$ cat config.mk
export PLATFORM = sky130hd
export DESIGN_NAME = multi_stepper_position_follower
export DESIGN_NICKNAME = d
export VERILOG_FILES = /design/src/rtl/msf_pkg.sv /design/src/rtl/multi_stepper_position_follower.sv /design/src/rtl/msf_ctrl.sv /design/src/rtl/msf_datapath.sv
export SDC_FILE = /design/constraint.sdc
export NUM_CORES = 1
export LEC_CHECK = 0
export ABC_AREA = 1
export BUFFER_PORTS_ARGS = -buffer_cell sky130_fd_sc_hd__buf_4
export CAP_MARGIN = 20
export CELL_PAD_IN_SITES_DETAIL_PLACEMENT = 0
export CELL_PAD_IN_SITES_GLOBAL_PLACEMENT = 1
export CORE_UTILIZATION = 48
export DETAILED_ROUTE_END_ITERATION = 8
export PLACE_DENSITY_LB_ADDON = 0.1
export REMOVE_ABC_BUFFERS = 1
export SLEW_MARGIN = 20
export SYNTH_ARGS = -nofsm -noshare
export SYNTH_HDL_FRONTEND = slang
export SYNTH_SLANG_ARGS = --single-unit
$ cat constraint.sdc
create_clock -name clk -period 5.9 [get_ports clk]
set_clock_uncertainty 0.15 [all_clocks]
set_input_delay 1.18 -clock clk [delete_from_list [all_inputs] [get_ports clk]]
set_output_delay 1.18 -clock clk [all_outputs]
set_load 0.1 [all_outputs]
$ cat src/rtl/msf_pkg.sv
`default_nettype none
package msf_pkg;

	localparam int CFG_IDX_W = 3;
	localparam int DELAY_W   = 16;
	localparam int PPU_W     = 8;
	localparam int FIELD_W   = 15;
	localparam int NUM_GROUPS = 3;

	localparam logic [DELAY_W-1:0] RST_G0_DELAY = 16'd10;
	localparam logic [DELAY_W-1:0] RST_G1_DELAY = 16'd11;
	localparam logic [DELAY_W-1:0] RST_G2_DELAY = 16'd12;
	localparam logic [PPU_W-1:0]   RST_PPU      = 8'd50;
	localparam logic [DELAY_W-1:0] RST_LIMIT    = 16'd245;

	typedef enum logic [CFG_IDX_W-1:0] {
		CFG_G0_DELAY = 3'd0,
		CFG_G1_DELAY = 3'd1,
		CFG_G2_DELAY = 3'd2,
		CFG_PPU      = 3'd3,
		CFG_LIMIT    = 3'd4
	} cfg_idx_t;

	typedef enum logic {
		REQ_TARGET = 1'b0,
		REQ_TICK   = 1'b1
	} req_t;

	typedef enum logic {
		ST_IDLE,
		ST_WALK
	} state_t;

	typedef struct packed {
		logic load_tgt;
		logic walk_start;
		logic walk_en;
	} cmd_t;

	typedef struct packed {
		logic last_motor;
	} status_t;

endpackage
`default_nettype wire

$ cat src/rtl/multi_stepper_position_follower.sv
`default_nettype none
// Channel   Handshake              Payload
// request   start / busy           req_type, motor_index, target_height, elapsed_count
// result    done (1-cycle strobe)  step_levels, dir_levels
// config    cfg_valid / cfg_ready  cfg_index, cfg_data
//
// A target write completes in the cycle it is taken; busy stays low.
// A tick walks the motors one per clock through one shared update unit;
// busy stays high during the walk, done strobes in the cycle after the last motor,
// when a new request can already be taken.
// Reset (arst_n low) clears all targets, positions, counters and levels.
// done is not held: the receiver takes each beat in its strobe cycle.
module multi_stepper_position_follower #(
	parameter int NUM_MOTORS  = 15,
	parameter int GROUP_SIZE  = 5,
	parameter int HEIGHT_BITS = 16
) (
	input  wire logic                          clk,
	input  wire logic                          arst_n,
	input  wire logic                          start,
	output logic                               busy,
	input  wire logic                          req_type,
	input  wire logic [3:0]                    motor_index,
	input  wire logic [15:0]                   target_height,
	input  wire logic [15:0]                   elapsed_count,
	output logic                               done,
	output logic [msf_pkg::FIELD_W-1:0]        step_levels,
	output logic [msf_pkg::FIELD_W-1:0]        dir_levels,
	input  wire logic                          cfg_valid,
	output logic                               cfg_ready,
	input  wire logic [msf_pkg::CFG_IDX_W-1:0] cfg_index,
	input  wire logic [15:0]                   cfg_data
);
	import msf_pkg::*;

	cmd_t    cmd;
	status_t status;

	assign cfg_ready = 1'b1;

	msf_ctrl u_ctrl (
		.clk      (clk),
		.arst_n   (arst_n),
		.start    (start),
		.req_type (req_type),
		.status   (status),
		.cmd      (cmd),
		.busy     (busy),
		.done     (done)
	);

	msf_datapath #(
		.NUM_MOTORS  (NUM_MOTORS),
		.GROUP_SIZE  (GROUP_SIZE),
		.HEIGHT_BITS (HEIGHT_BITS)
	) u_dp (
		.clk           (clk),
		.arst_n        (arst_n),
		.cmd           (cmd),
		.status        (status),
		.motor_index   (motor_index),
		.target_height (target_height),
		.elapsed_count (elapsed_count),
		.cfg_we        (cfg_valid && cfg_ready),
		.cfg_index     (cfg_index),
		.cfg_data      (cfg_data),
		.step_levels   (step_levels),
		.dir_levels    (dir_levels)
	);

endmodule
`default_nettype wire

$ cat src/rtl/msf_ctrl.sv
`default_nettype none
module msf_ctrl (
	input  wire logic            clk,
	input  wire logic            arst_n,
	input  wire logic            start,
	input  wire logic            req_type,
	input  wire msf_pkg::status_t status,
	output msf_pkg::cmd_t        cmd,
	output logic                 busy,
	output logic                 done
);
	import msf_pkg::*;

	state_t state_q, state_nxt;
	logic   done_q;

	always_ff @(posedge clk or negedge arst_n) begin
		if (!arst_n) begin
			state_q <= ST_IDLE;
			done_q  <= 1'b0;
		end else begin
			state_q <= state_nxt;
			done_q  <= cmd.walk_en && status.last_motor;
		end
	end

	always_comb begin
		state_nxt = state_q;
		cmd       = '0;
		unique case (state_q)
			ST_IDLE: begin
				if (start) begin
					if (req_t'(req_type) == REQ_TICK) begin
						cmd.walk_start = 1'b1;
						state_nxt      = ST_WALK;
					end else begin
						cmd.load_tgt = 1'b1;
					end
				end
			end
			ST_WALK: begin
				cmd.walk_en = 1'b1;
				if (status.last_motor)
					state_nxt = ST_IDLE;
			end
			default: state_nxt = ST_IDLE;
		endcase
	end

	assign busy = (state_q != ST_IDLE);
	assign done = done_q;

endmodule
`default_nettype wire

$ cat src/rtl/msf_datapath.sv
`default_nettype none
module msf_datapath #(
	parameter int NUM_MOTORS  = 15,
	parameter int GROUP_SIZE  = 5,
	parameter int HEIGHT_BITS = 16
) (
	input  wire logic                          clk,
	input  wire logic                          arst_n,
	input  wire msf_pkg::cmd_t                 cmd,
	output msf_pkg::status_t                   status,
	input  wire logic [3:0]                    motor_index,
	input  wire logic [15:0]                   target_height,
	input  wire logic [15:0]                   elapsed_count,
	input  wire logic                          cfg_we,
	input  wire logic [msf_pkg::CFG_IDX_W-1:0] cfg_index,
	input  wire logic [15:0]                   cfg_data,
	output logic [msf_pkg::FIELD_W-1:0]        step_levels,
	output logic [msf_pkg::FIELD_W-1:0]        dir_levels
);
	import msf_pkg::*;

	localparam int IDX_W = (NUM_MOTORS > 1) ? $clog2(NUM_MOTORS) : 1;
	localparam int GI_W  = (GROUP_SIZE > 1) ? $clog2(GROUP_SIZE) : 1;
	localparam int CMP_W = (HEIGHT_BITS > DELAY_W) ? HEIGHT_BITS : DELAY_W;
	localparam logic [IDX_W-1:0] LAST_IDX = IDX_W'(NUM_MOTORS - 1);
	localparam logic [GI_W-1:0]  LAST_GI  = GI_W'(GROUP_SIZE - 1);
	localparam logic [1:0]       GRP_NONE = 2'(NUM_GROUPS);

	logic [DELAY_W-1:0] g0_delay_q, g1_delay_q, g2_delay_q, limit_q;
	logic [PPU_W-1:0]   ppu_q;

	logic [HEIGHT_BITS-1:0] tgt_q [NUM_MOTORS];
	logic [HEIGHT_BITS-1:0] pos_q [NUM_MOTORS];
	logic [PPU_W-1:0]       cnt_q [NUM_MOTORS];
	logic [NUM_MOTORS-1:0]  step_q, dir_q;

	logic [IDX_W-1:0] idx_q;
	logic [GI_W-1:0]  gi_q;
	logic [1:0]       grp_q;      // GRP_NONE once past the gated groups
	logic [NUM_GROUPS-1:0] open_q;

	// configuration
	always_ff @(posedge clk or negedge arst_n) begin
		if (!arst_n) begin
			g0_delay_q <= RST_G0_DELAY;
			g1_delay_q <= RST_G1_DELAY;
			g2_delay_q <= RST_G2_DELAY;
			ppu_q      <= RST_PPU;
			limit_q    <= RST_LIMIT;
		end else if (cfg_we) begin
			unique case (cfg_idx_t'(cfg_index))
				CFG_G0_DELAY: g0_delay_q <= cfg_data;
				CFG_G1_DELAY: g1_delay_q <= cfg_data;
				CFG_G2_DELAY: g2_delay_q <= cfg_data;
				CFG_PPU:      ppu_q      <= cfg_data[PPU_W-1:0];
				CFG_LIMIT:    limit_q    <= cfg_data;
				default: ;
			endcase
		end
	end

	// current motor
	logic [HEIGHT_BITS-1:0] cur_tgt, cur_pos, nxt_pos;
	logic [PPU_W:0]         cnt_inc;
	logic                   grp_open, moving, wrap, lower;

	always_comb begin
		cur_tgt  = tgt_q[idx_q];
		cur_pos  = pos_q[idx_q];
		grp_open = (grp_q != GRP_NONE) && open_q[grp_q];
		moving   = grp_open && (CMP_W'(cur_tgt) <= CMP_W'(limit_q)) && (cur_tgt != cur_pos);
		cnt_inc  = {1'b0, cnt_q[idx_q]} + (PPU_W+1)'(1);
		wrap     = cnt_inc > {1'b0, ppu_q};
		lower    = cur_tgt < cur_pos;
		nxt_pos  = lower ? cur_pos - HEIGHT_BITS'(1) : cur_pos + HEIGHT_BITS'(1);
	end

	assign status.last_motor = (idx_q == LAST_IDX);

	// walk sequencing
	always_ff @(posedge clk or negedge arst_n) begin
		if (!arst_n) begin
			idx_q  <= '0;
			gi_q   <= '0;
			grp_q  <= '0;
			open_q <= '0;
		end else if (cmd.walk_start) begin
			idx_q     <= '0;
			gi_q      <= '0;
			grp_q     <= '0;
			open_q[0] <= elapsed_count > g0_delay_q;
			open_q[1] <= (elapsed_count > g0_delay_q) && (elapsed_count > g1_delay_q);
			open_q[2] <= (elapsed_count > g0_delay_q) && (elapsed_count > g1_delay_q)
				&& (elapsed_count > g2_delay_q);
		end else if (cmd.walk_en) begin
			idx_q <= idx_q + IDX_W'(1);
			if (gi_q == LAST_GI) begin
				gi_q <= '0;
				if (grp_q != GRP_NONE)
					grp_q <= grp_q + 2'd1;
			end else begin
				gi_q <= gi_q + GI_W'(1);
			end
		end
	end

	// per-motor control bits
	always_ff @(posedge clk or negedge arst_n) begin
		if (!arst_n) begin
			step_q <= '0;
			dir_q  <= '0;
			for (int i = 0; i < NUM_MOTORS; i++) begin
				tgt_q[i] <= '0;
				pos_q[i] <= '0;
				cnt_q[i] <= '0;
			end
		end else begin
			if (cmd.load_tgt && (int'(motor_index) < NUM_MOTORS))
				tgt_q[IDX_W'(motor_index)] <= HEIGHT_BITS'(target_height);
			if (cmd.walk_en && moving) begin
				step_q[idx_q] <= ~step_q[idx_q];
				if (wrap) begin
					cnt_q[idx_q] <= '0;
					dir_q[idx_q] <= lower;
					pos_q[idx_q] <= nxt_pos;
				end else begin
					cnt_q[idx_q] <= cnt_inc[PPU_W-1:0];
				end
			end
		end
	end

	for (genvar b = 0; b < FIELD_W; b++) begin : g_out
		if (b < NUM_MOTORS) begin : g_on
			assign step_levels[b] = step_q[b];
			assign dir_levels[b]  = dir_q[b];
		end else begin : g_off
			assign step_levels[b] = 1'b0;
			assign dir_levels[b]  = 1'b0;
		end
	end

endmodule
`default_nettype wire

* Yosys cells after proc, flatten, opt, wreduce, memory -nomap -nowiden
Index checks and enable logic that the tools add are counted.
** Word-level totals
- Bits of input ports :: 60
- Output and inout bits :: 33
- Flip-flop bits (word level) :: 716
- Logic and storage cells :: 159
** Operators by class
- Eq/ne operators :: 8
- Muxes and demuxes :: 45
- $add $sub $neg :: 6
- Order comparisons :: 14
- Bitwise gates (word level) :: 6
- Reductions and logical operators :: 22
** Operators with widths (number)
- $bwmux 240 :: 2
- $bmux 16 s4 :: 2
- $demux 16 s4 :: 2
- $and 120x120->120 :: 1
- $bwmux 120 :: 1
- $mux 120 :: 1
- $not 120->120 :: 1
- $mux 16 :: 7
- $gt 16x16->1 :: 3
- $bmux 8 s4 :: 1
- $demux 8 s4 :: 1
- $bwmux 15 :: 2
- $mux 8 :: 3
- $add 16x1->16 const B :: 1
- $le 16x16->1 :: 1
- $lt 16x16->1 :: 1
- $ne 16x16->1 :: 1
- $sub 16x1->16 const B :: 1
- $mux 2 :: 6
- $reduce_and 2->1 :: 6
- $logic_and 1x1->1 :: 11
- $ge 5x5->1 const B :: 2
- $lt 5x1->1 const B :: 2
- $not 4->5 :: 2
- 25 further kinds :: 40

* Logic depth before layout (Yosys ltp)
Gate-level depths: netlist (run 1).
- Word-level depth :: 9
- Depth in mapped cells :: 35
- Depth with buffers taken out :: 30

* Modules after synthesis
From an unflattened synthesis (run 1), not the netlist that was laid out.
** Unflattened totals
- Cells, all modules :: 4371
- Area total of the unflattened synthesis :: 35092.4 sq um
** By module, submodules not included
- msf_datapath :: cells an instance 4356, instances 1, area each 34974.8 sq um, seq. area each 17887.2 sq um
- msf_ctrl :: cells an instance 13, instances 1, area each 106.4 sq um, seq. area each 50.0 sq um
- multi_stepper_position_follower :: cells an instance 2, instances 1, area each 11.3 sq um, seq. area each 0.0 sq um

* Worst setup path after synthesis (run 1)
OpenSTA, ideal clock, no wires.
- Path kind :: register -> register
- Start :: register u_dp.idx_q[0]
- End :: register u_dp.pos_q[106] (netlist name)
- Library setup time :: 0.134 ns
- Stages on the path, launching flop included :: 31
- Buffers on the path :: 7
- Arrival :: 5.040 ns
- Period minus slack after synthesis :: 5.324 ns
- Required time :: 5.616 ns
- Path slack :: 0.576 ns
- Path through :: dfrtp_1 buf_4 inv_2 buf_4 buf_2 buf_2 clkbuf_1 clkbuf_1 nor2_1 o21ai_0 nand2_1 nand4_1 inv_1 ha_1 nand2_1 or2_2 nand3_1 nand2_1 nand2_1 inv_1 fa_1 nand3_1 nand3_1 nand3_1 nand2_1 nand3_1 nand2_1 a21boi_0 xor2_1 clkbuf_1 o21ai_0
** On the way
- Elaborated cells between the ends (all ways) :: 28
- Classes of those cells :: add/sub (3); order compare (5); eq/ne (1); mux (13); bitwise (1); reduce/logical (5)
** RTL lines
- from (decl) :: RTL line msf_datapath.sv:37 : logic [IDX_W-1:0] idx_q;
- from (signal assigned) :: RTL line msf_datapath.sv:96 : idx_q <= idx_q + IDX_W'(1);
- $not 4->5 (not written as such) (*) :: RTL line msf_datapath.sv:68, msf_datapath.sv:69
- $bmux 16 s4 (on tied branches) :: RTL line msf_datapath.sv:68, msf_datapath.sv:69
- $mux 16 (on tied branches) (2 in a row) :: RTL line msf_datapath.sv:68, msf_datapath.sv:69
- $lt 16x16->1 (*) :: RTL line msf_datapath.sv:74 : lower = cur_tgt < cur_pos;
- named net u_dp.lower :: RTL line msf_datapath.sv:65 : logic grp_open, moving, wrap, lower;
- $mux 16 (*) :: RTL line msf_datapath.sv:75 : nxt_pos = lower ? cur_pos - HEIGHT_BITS'(1) : cur_pos + HEIGHT_BITS'(1);
- $bwmux 240 (*) :: RTL line msf_datapath.sv:125 : pos_q[idx_q] <= nxt_pos;
- to (signal, indexed assignment) :: RTL line msf_datapath.sv:125
- to (decl) :: RTL line msf_datapath.sv:33 : logic [HEIGHT_BITS-1:0] pos_q [NUM_MOTORS];
Mark *: on every way through the listed nets, which the timed path passes. The rest lies on a longest branch. The select of a mux whose other input is x is not followed.
A chain may end at the register's enable or synchronous reset.

* Worst setup path in the final report (run 1)
- Start :: register u_dp.idx_q[0]
- End :: register u_dp.pos_q[111] (netlist name)
Same word-level chain as after synthesis.

==> summary.md, run 1 <==
| Metric | Value |
|---|---|
| XOR/XNOR share of the synthesized area | `0.3787%` |
| EDFF count, synth | `0` |
| Layout cell share with drive strength beyond 1 | `under 10%` |
| CP dominant cell by count | `nand2_1` |
| Synthesized cell area | `about 35,000 µm²` |
| Initial DRC count | `roughly 2,900` |
| Initial core utilization | `roughly half` |
| RSZ-0062 raised after global routing | `false` |
| Outcome | `finished, final reports clean` |
| Die area | `roughly 73,000 µm²` |
| Via density | `between 5 and 6` |
| Cts bufs inserted | `81` |
| Sink Count | `just over 700` |
| Adder-cell area share of the yosys netlist | `about 4.0%` |
| H-tree depth | `3` |
| RePlAce Congestion | `~0.85` |
| I/O pin total | `93` |
| First-pass GRT wire length | `roughly 170 mm` |
| Number of global-route vias before repair | `approximately 28,000` |
| Overflow after GRT | `0` |
| Setup crit end kind | `register` |
| CP max FO | `60` |
| Core box area | `about 71,000 µm²` |
| Top FF cell, synth | `dfrtp_1` |
| Commonest non-fill, non-tap cells in the layout | `1,213 x nand2_1, 756 x o21ai_0, 698 x dfrtp_1` |
| Max Root-Sink Buffers | `3` |
| Post-synthesis sequential area ratio | `between 50% and 60%` |
| Crit-path max cell delay | `0.54 ns` |
| DR WL/cell | `about 20 µm` |
| Mux cell area share after synthesis | `0.8078%` |
| Worst Max-Slew Pin Slew | `1.023 ns` |
| Crit path kind | `reg -> reg` |
| Tcrit/Tclk final | `between 90% and 100%` |
| Asr flop ratio synth | `100.0%` |
| Largest net degree at the start of global routing | `147` |
| Final Hold Vio Count | `0` |
| Main combinational cell family by area after synthesis | `simple AND/OR/NAND/NOR gates` |
| Final setup viols | `0` |
| Final Core Density | `a little over half` |
| WP data arrival | `around 5.8 ns` |
| Die Span X | `around 270 µm` |
| HPWL after DPL | `65.51 mm` |
| Simple-Gate Fraction of Synth Area | `18.28%` |
| Distinct cells, synth | `between 50 and 60` |
| Final min period | `approximately 5.4 ns` |
| Row count | `98` |
| CTS root buf | `clkbuf_16` |
| IO buf count | `between 90 and 100` |
| Worst setup SP type | `register` |
| Slowest cell on the critical path | `dfrtp_4` |
| Die extent in y | `270.9 µm` |
| Synth warn | `0` |
| Antenna-violating nets left | `0` |
| Number of synthesized register bits | `716` |
| Fmax | `approximately 180 MHz` |
| Synth-to-layout area growth | `13.18%` |
| Initial antenna violation count | `0` |
| Hold WC Path Type | `reg -> reg` |
| Commonest non-fill, non-tap cell in the layout | `nand2_1` |
| Synthesized area per cell | `roughly 8 µm²` |
| CTS tree | `done` |
| Max cap viols | `0` |
| Synthesized netlist cell count | `between 4,000 and 5,000` |
| GRT Total Usage | `29.14%` |
| Via count | `28,890` |
| Post-synthesis compound-gate area fraction | `between 10% and 20%` |
| NumNets Final | `between 4,000 and 5,000` |
| Antenna diodes | `0` |
| Clk Latency, worst-skew pair | `approximately 0.64 ns` |
| Slew headroom | `31.67%` |
| Pins Over Slew Limit | `0` |
| CP required | `6.26 ns` |
| # DRC | `0` |
| CTS clk-pin slew, worst paths | `around 0.060 ns` |
| Total wire length | `around 110 mm` |
| DRT Pass-1 Iters | `6` |
==> timing repair <==
item                                    in CTS  in global routing
hold endpoints to repair                     0                  0
buffers inserted                             0                  2
endpoints found under the setup margin       0                 45
resized for setup                            0                  4
hold buffers                                 0                  0
==> through the flow <==
step,setup TNS [ns],hold slack (ns),area [µm²],setup slack (ns),cells
after global routing,0,0.3360,39270,0.05087,5264
final,0,0.3235,39270,0.4510,5264
after detailed placement,0,0.3099,36510,0.3071,5113
after global placement,0,0.3062,36510,0.2959,5113
after CTS,0,0.3252,39220,0.2974,5262
after floorplan,-1503.87,0.2940,33660,-4.189,3971
==> worst max-delay path, delay by kind of cell (launching register included) <==
family,cells,cell delay [ns]
fa+ha+maj,2,0.52
buf+inv,6,1.08
flops,1,0.54
simple gates,11,1.75
compound gates,7,1.22
==> metal layers <==
metal / GRT usage, % / wire length [µm] / vias up
met1: 42.05 / 49290 / 13980
met3: 4.260 / 6145 / 136
met4: 7.181 / 2225 / 0
li1: - / - / 13920
met2: 46.08 / 47870 / 859
met5: 0 / 0 / -
==> final timing paths <==
kind | startpoint | end | slack, ns | cells after the start
setup reg to reg | u_dp.idx_q[0] | u_dp.pos_q[111] | 0.45 | 26
min in group asynchronous | arst_n | u_dp.dir_levels[0] | 0.43 | 1
hold / removal | u_dp.pos_q[23] | u_dp.pos_q[23] | 0.32 | 2
hold reg to reg | u_dp.pos_q[23] | u_dp.pos_q[23] | 0.32 | 2
setup / recovery | u_dp.idx_q[0] | u_dp.pos_q[111] | 0.45 | 26
max in group asynchronous | arst_n | u_dp.tgt_q[28] | 3.78 | 2
==> flip-flops by register name, summed over array words and instances (netlist names) <==
register and count:
u_dp.g2_delay_q 16, u_dp.dir_levels 15, u_dp.step_levels 15, u_dp.tgt_q 240, u_dp.gi_q 3, u_dp.g0_delay_q 16, u_dp.ppu_q 8, u_ctrl.busy 1
u_dp.idx_q 4, u_dp.limit_q 16, u_dp.pos_q 240, u_dp.open_q 3, u_dp.cnt_q 120, u_ctrl.done 1, u_dp.g1_delay_q 16, u_dp.grp_q 2
==> cell families (layout without fill, tap and decap cells) <==
| family | after synthesis | in the layout |
|---|---|---|
| adder cells (fa/ha/maj) | 111 | 111 |
| flip-flops | 716 | 716 |
| buffers and inverters | 628 | 727 |
| AO/OA/AOI/OAI | 1138 | 1138 |
| XOR/XNOR | 15 | 15 |
| multiplexers | 28 | 28 |
| AND/OR/NAND/NOR | 1578 | 1578 |
| other | 1 | 1 |
==> final cells by class <==
cell class	instances	area (µm²)
flip-flops and latches	716	17940
well taps	950	1189
clock inverters	27	325.3
clock buffers	122	2382
multi-input cells	2871	14330
inverters	384	1456
repair buffers	194	1647
fillers	6759	32220
==> Yosys cell counts (16+ instances only) <==
library cell     n  share of area (%)
inv_1          368                4.0
mux2i_1         28               0.81
a22oi_1         73                1.6
clkbuf_1       171                1.8
o21ai_1        123                1.8
o221ai_1        26               0.66
nand4_1         58                1.0
o21ai_0        756                 11
dfrtp_1        700                 50
ha_1           110                4.0
a21oi_1        109                1.6
buf_2           50               0.72
nand2_1       1214                 13
nand3_1         87                1.3
nor2_1         170                1.8
dfstp_2         16                1.2
Power of run 1 is not shown: default switching activity piles up to over one toggle a cycle in this logic, so the estimate is an artifact.
==> run 2: changes to the inputs <==
--- a/config.mk
+++ b/config.mk
@@ -12,6 +12,7 @@
 export CELL_PAD_IN_SITES_GLOBAL_PLACEMENT = 1
 export CORE_UTILIZATION = 48
 export DETAILED_ROUTE_END_ITERATION = 8
+export GPL_TIMING_DRIVEN = 0
 export PLACE_DENSITY_LB_ADDON = 0.1
 export REMOVE_ABC_BUFFERS = 1
 export SLEW_MARGIN = 20
==> run 2 against run 1 <==
Critical path depth increased by 4; first-iteration DRC count increased by 1.4%; wire length increased by 3.0%; clock-buffer cell count increased by 5; maximum frequency decreased by 4.7%; die area unchanged; worst setup slack got worse by 0.27 ns; cell count increased by 0.63%; hold slack improved by 0.0010 ns.
==> summary.md, run 2 (synthesis gave the netlist of run 1 again) <==
| Metric | Value |
|---|---|
| Outcome | `finished, final reports clean` |
| IO buf count | `91 (unchanged)` |
| Max Root-Sink Buffers | `3 (unchanged)` |
| H-tree depth | `3 (unchanged)` |
| Layout cell share with drive strength beyond 1 | `11.55% (+2.1 points)` |
| Hold WC Path Type | `reg -> reg` |
| Largest regs | `u_dp.pos_q x240, u_dp.tgt_q x240, u_dp.cnt_q x120` |
| Fmax | `174.8 MHz (-4.7%)` |
| Commonest non-fill, non-tap cell in the layout | `nand2_1` |
| First-pass GRT wire length | `169.0 mm (+1.6%)` |
| NumNets Final | `4,455 (+0.81%)` |
| Total wire length | `108.7 mm (+3.0%)` |
| HPWL after DPL | `64.87 mm (-0.97%)` |
| Final Hold Vio Count | `0 (unchanged)` |
| Initial core utilization | `48.54% (unchanged)` |
| Worst Max-Slew Pin Slew | `0.9672 ns (-0.05531 ns)` |
| Antenna diodes | `0 (unchanged)` |
| Multi-input gate area | `15,090 µm² (+5.3%)` |
| Crit-path max cell delay | `0.52 ns (-0.02 ns)` |
| DR WL/cell | `20.53 µm (+2.4%)` |
| Die area | `73,360 µm² (unchanged)` |
| CP required | `6.22 ns (-0.04 ns)` |
| R2r setup slk | `0.18 ns (-0.27 ns)` |
| Row count | `98 (unchanged)` |
| Max cap viols | `0 (unchanged)` |
| Via count | `29,310 (+1.4%)` |
| Final-layout fill cell count | `6,651 (-1.6%)` |
| Clk Latency, worst-skew pair | `0.63 ns (about the same)` |
| Final Core Density | `57.25% (+2.3 points)` |
| Storage element area | `17,940 µm² (about the same)` |
| Synth-to-layout area growth | `17.97%` |
| Core box area | `71,490 µm² (unchanged)` |
| Largest net degree at the start of global routing | `93 (-37%)` |
| Via density | `5.533 (+0.79%)` |
| Tcrit/Tclk final | `96.96% (+4.6 points)` |
| RSZ-0062 raised after global routing | `true` |
| Cts bufs inserted | `80 (-1.2%)` |
| RePlAce Congestion | `0.8286 (-2.2%)` |
| Worst setup SP type | `register` |
| Setup crit end kind | `register` |
| Initial DRC count | `2,897 (+1.4%)` |
| Worst Hold Depth | `2 (unchanged)` |
| Initial antenna violation count | `0 (unchanged)` |
| Crit path kind | `reg -> reg` |
| Die extent in y | `270.9 µm (unchanged)` |
| CTS clk-pin slew, worst paths | `0.06 ns (about the same)` |
| Slew headroom | `35.36% (+3.7 points)` |
| Commonest non-fill, non-tap cells in the layout | `1,203 x nand2_1, 755 x o21ai_0, 698 x dfrtp_1` |
| FF-to-FF path depth | `30 (+15%)` |
| WP data arrival | `6.04 ns (+0.23 ns)` |
| Overflow after GRT | `0 (unchanged)` |
| Setup TNS | `0 ns (unchanged)` |
| Antenna-violating nets left | `0 (unchanged)` |
| Final min period | `5.721 ns (+0.2715 ns)` |
| Pins Over Slew Limit | `0 (unchanged)` |
| CP dominant cell by count | `nand2_1` |
| Final setup viols | `0 (unchanged)` |
| Die Span X | `270.9 µm (unchanged)` |
| CP max FO | `25 (-58%)` |
| # DRC | `0 (unchanged)` |
| I/O pin total | `93 (unchanged)` |
| GRT Total Usage | `29.73% (+0.60 points)` |
| Slowest cell on the critical path | `dfrtp_4` |
| Sink Count | `716 (unchanged)` |
| CTS root buf | `clkbuf_16` |
| CTS hold repair buffers | `0 (unchanged)` |
| DRT Pass-1 Iters | `6 (unchanged)` |
| CTS tree | `done` |
| Number of global-route vias before repair | `28,200 (+1.1%)` |
run 2: cell count changes in the layout (fill, tap and decap cells not counted), sizes merged:
cell,before,now
buf,194,221
bufbuf,0,5
clkbuf,122,127
bufinv,5,1
clkinvlp,6,3
nand2,1234,1237
clkinv,15,17
inv,385,383
run 2: what timing repair did:
action,4_1_cts,5_1_grt
setup endpoints to repair,390,370
gates resized for setup,56,58
gates cloned,7,3
pin swaps,22,24
buffers inserted,44,36
endpoints found under the hold margin,0,0
run 2: final timing paths:
kind                                            to             from
worst min register to register     u_dp.pos_q[215]  u_dp.pos_q[215]
worst min-delay path               u_dp.pos_q[215]  u_dp.pos_q[215]
min in group asynchronous       u_dp.dir_levels[1]           arst_n
worst max-delay path                u_dp.pos_q[35]    u_dp.idx_q[1]
worst max register to register      u_dp.pos_q[35]    u_dp.idx_q[1]
max in group asynchronous          u_dp.limit_q[6]           arst_n
run 2: per-layer routing:
metal | vias to the layer above | GRT usage [%] | share of wire (%)
li1 | 13990 | - | -
met2 | 906 | 47.73 | 47
met4 | 0 | 6.958 | 2.0
met1 | 14250 | 42.19 | 45
met5 | - | 0 | 0
met3 | 159 | 4.731 | 6.3
run 2: final cells by class:
cell class | count | area share, %
repair inverters | 2 | 0.04891
repair buffers | 226 | 6.337
flip-flops and latches | 716 | 43.84
well taps | 950 | 2.904
multi-input cells | 2874 | 36.87
clock inverters | 18 | 0.3424
clock buffers | 127 | 5.940
inverters | 384 | 3.714
run 2: per-stage QoR:
| stage | cells | cell area, µm² | hold WS [ns] | setup slack [ns] |
|---|---|---|---|---|
| 2_1_floorplan | 3971 | 33660 | 0.2940 | -4.189 |
| 3_3_place_gp | 5012 | 35540 | 0.3074 | -15.37 |
| 3_5_place_dp | 5062 | 36760 | 0.3104 | -2.781 |
| 4_1_cts | 5258 | 40250 | 0.3266 | -0.1081 |
| 5_1_grt | 5297 | 40930 | 0.3409 | -0.08911 |
| 6_report | 5297 | 40930 | 0.3246 | 0.1795 |
run 2: critical path, delay by kind of cell, from the launching register on:
family	cells	cell delay [ns]
buffers and inverters	9	1.67
xor gates and xnor gates	1	0.23
DFF	1	0.52
AOI/OAI and AO/OA	4	0.49
and+or+nand+nor	14	1.85
adders and majority gates	2	0.56
Power of run 2 is left out for the same reason.
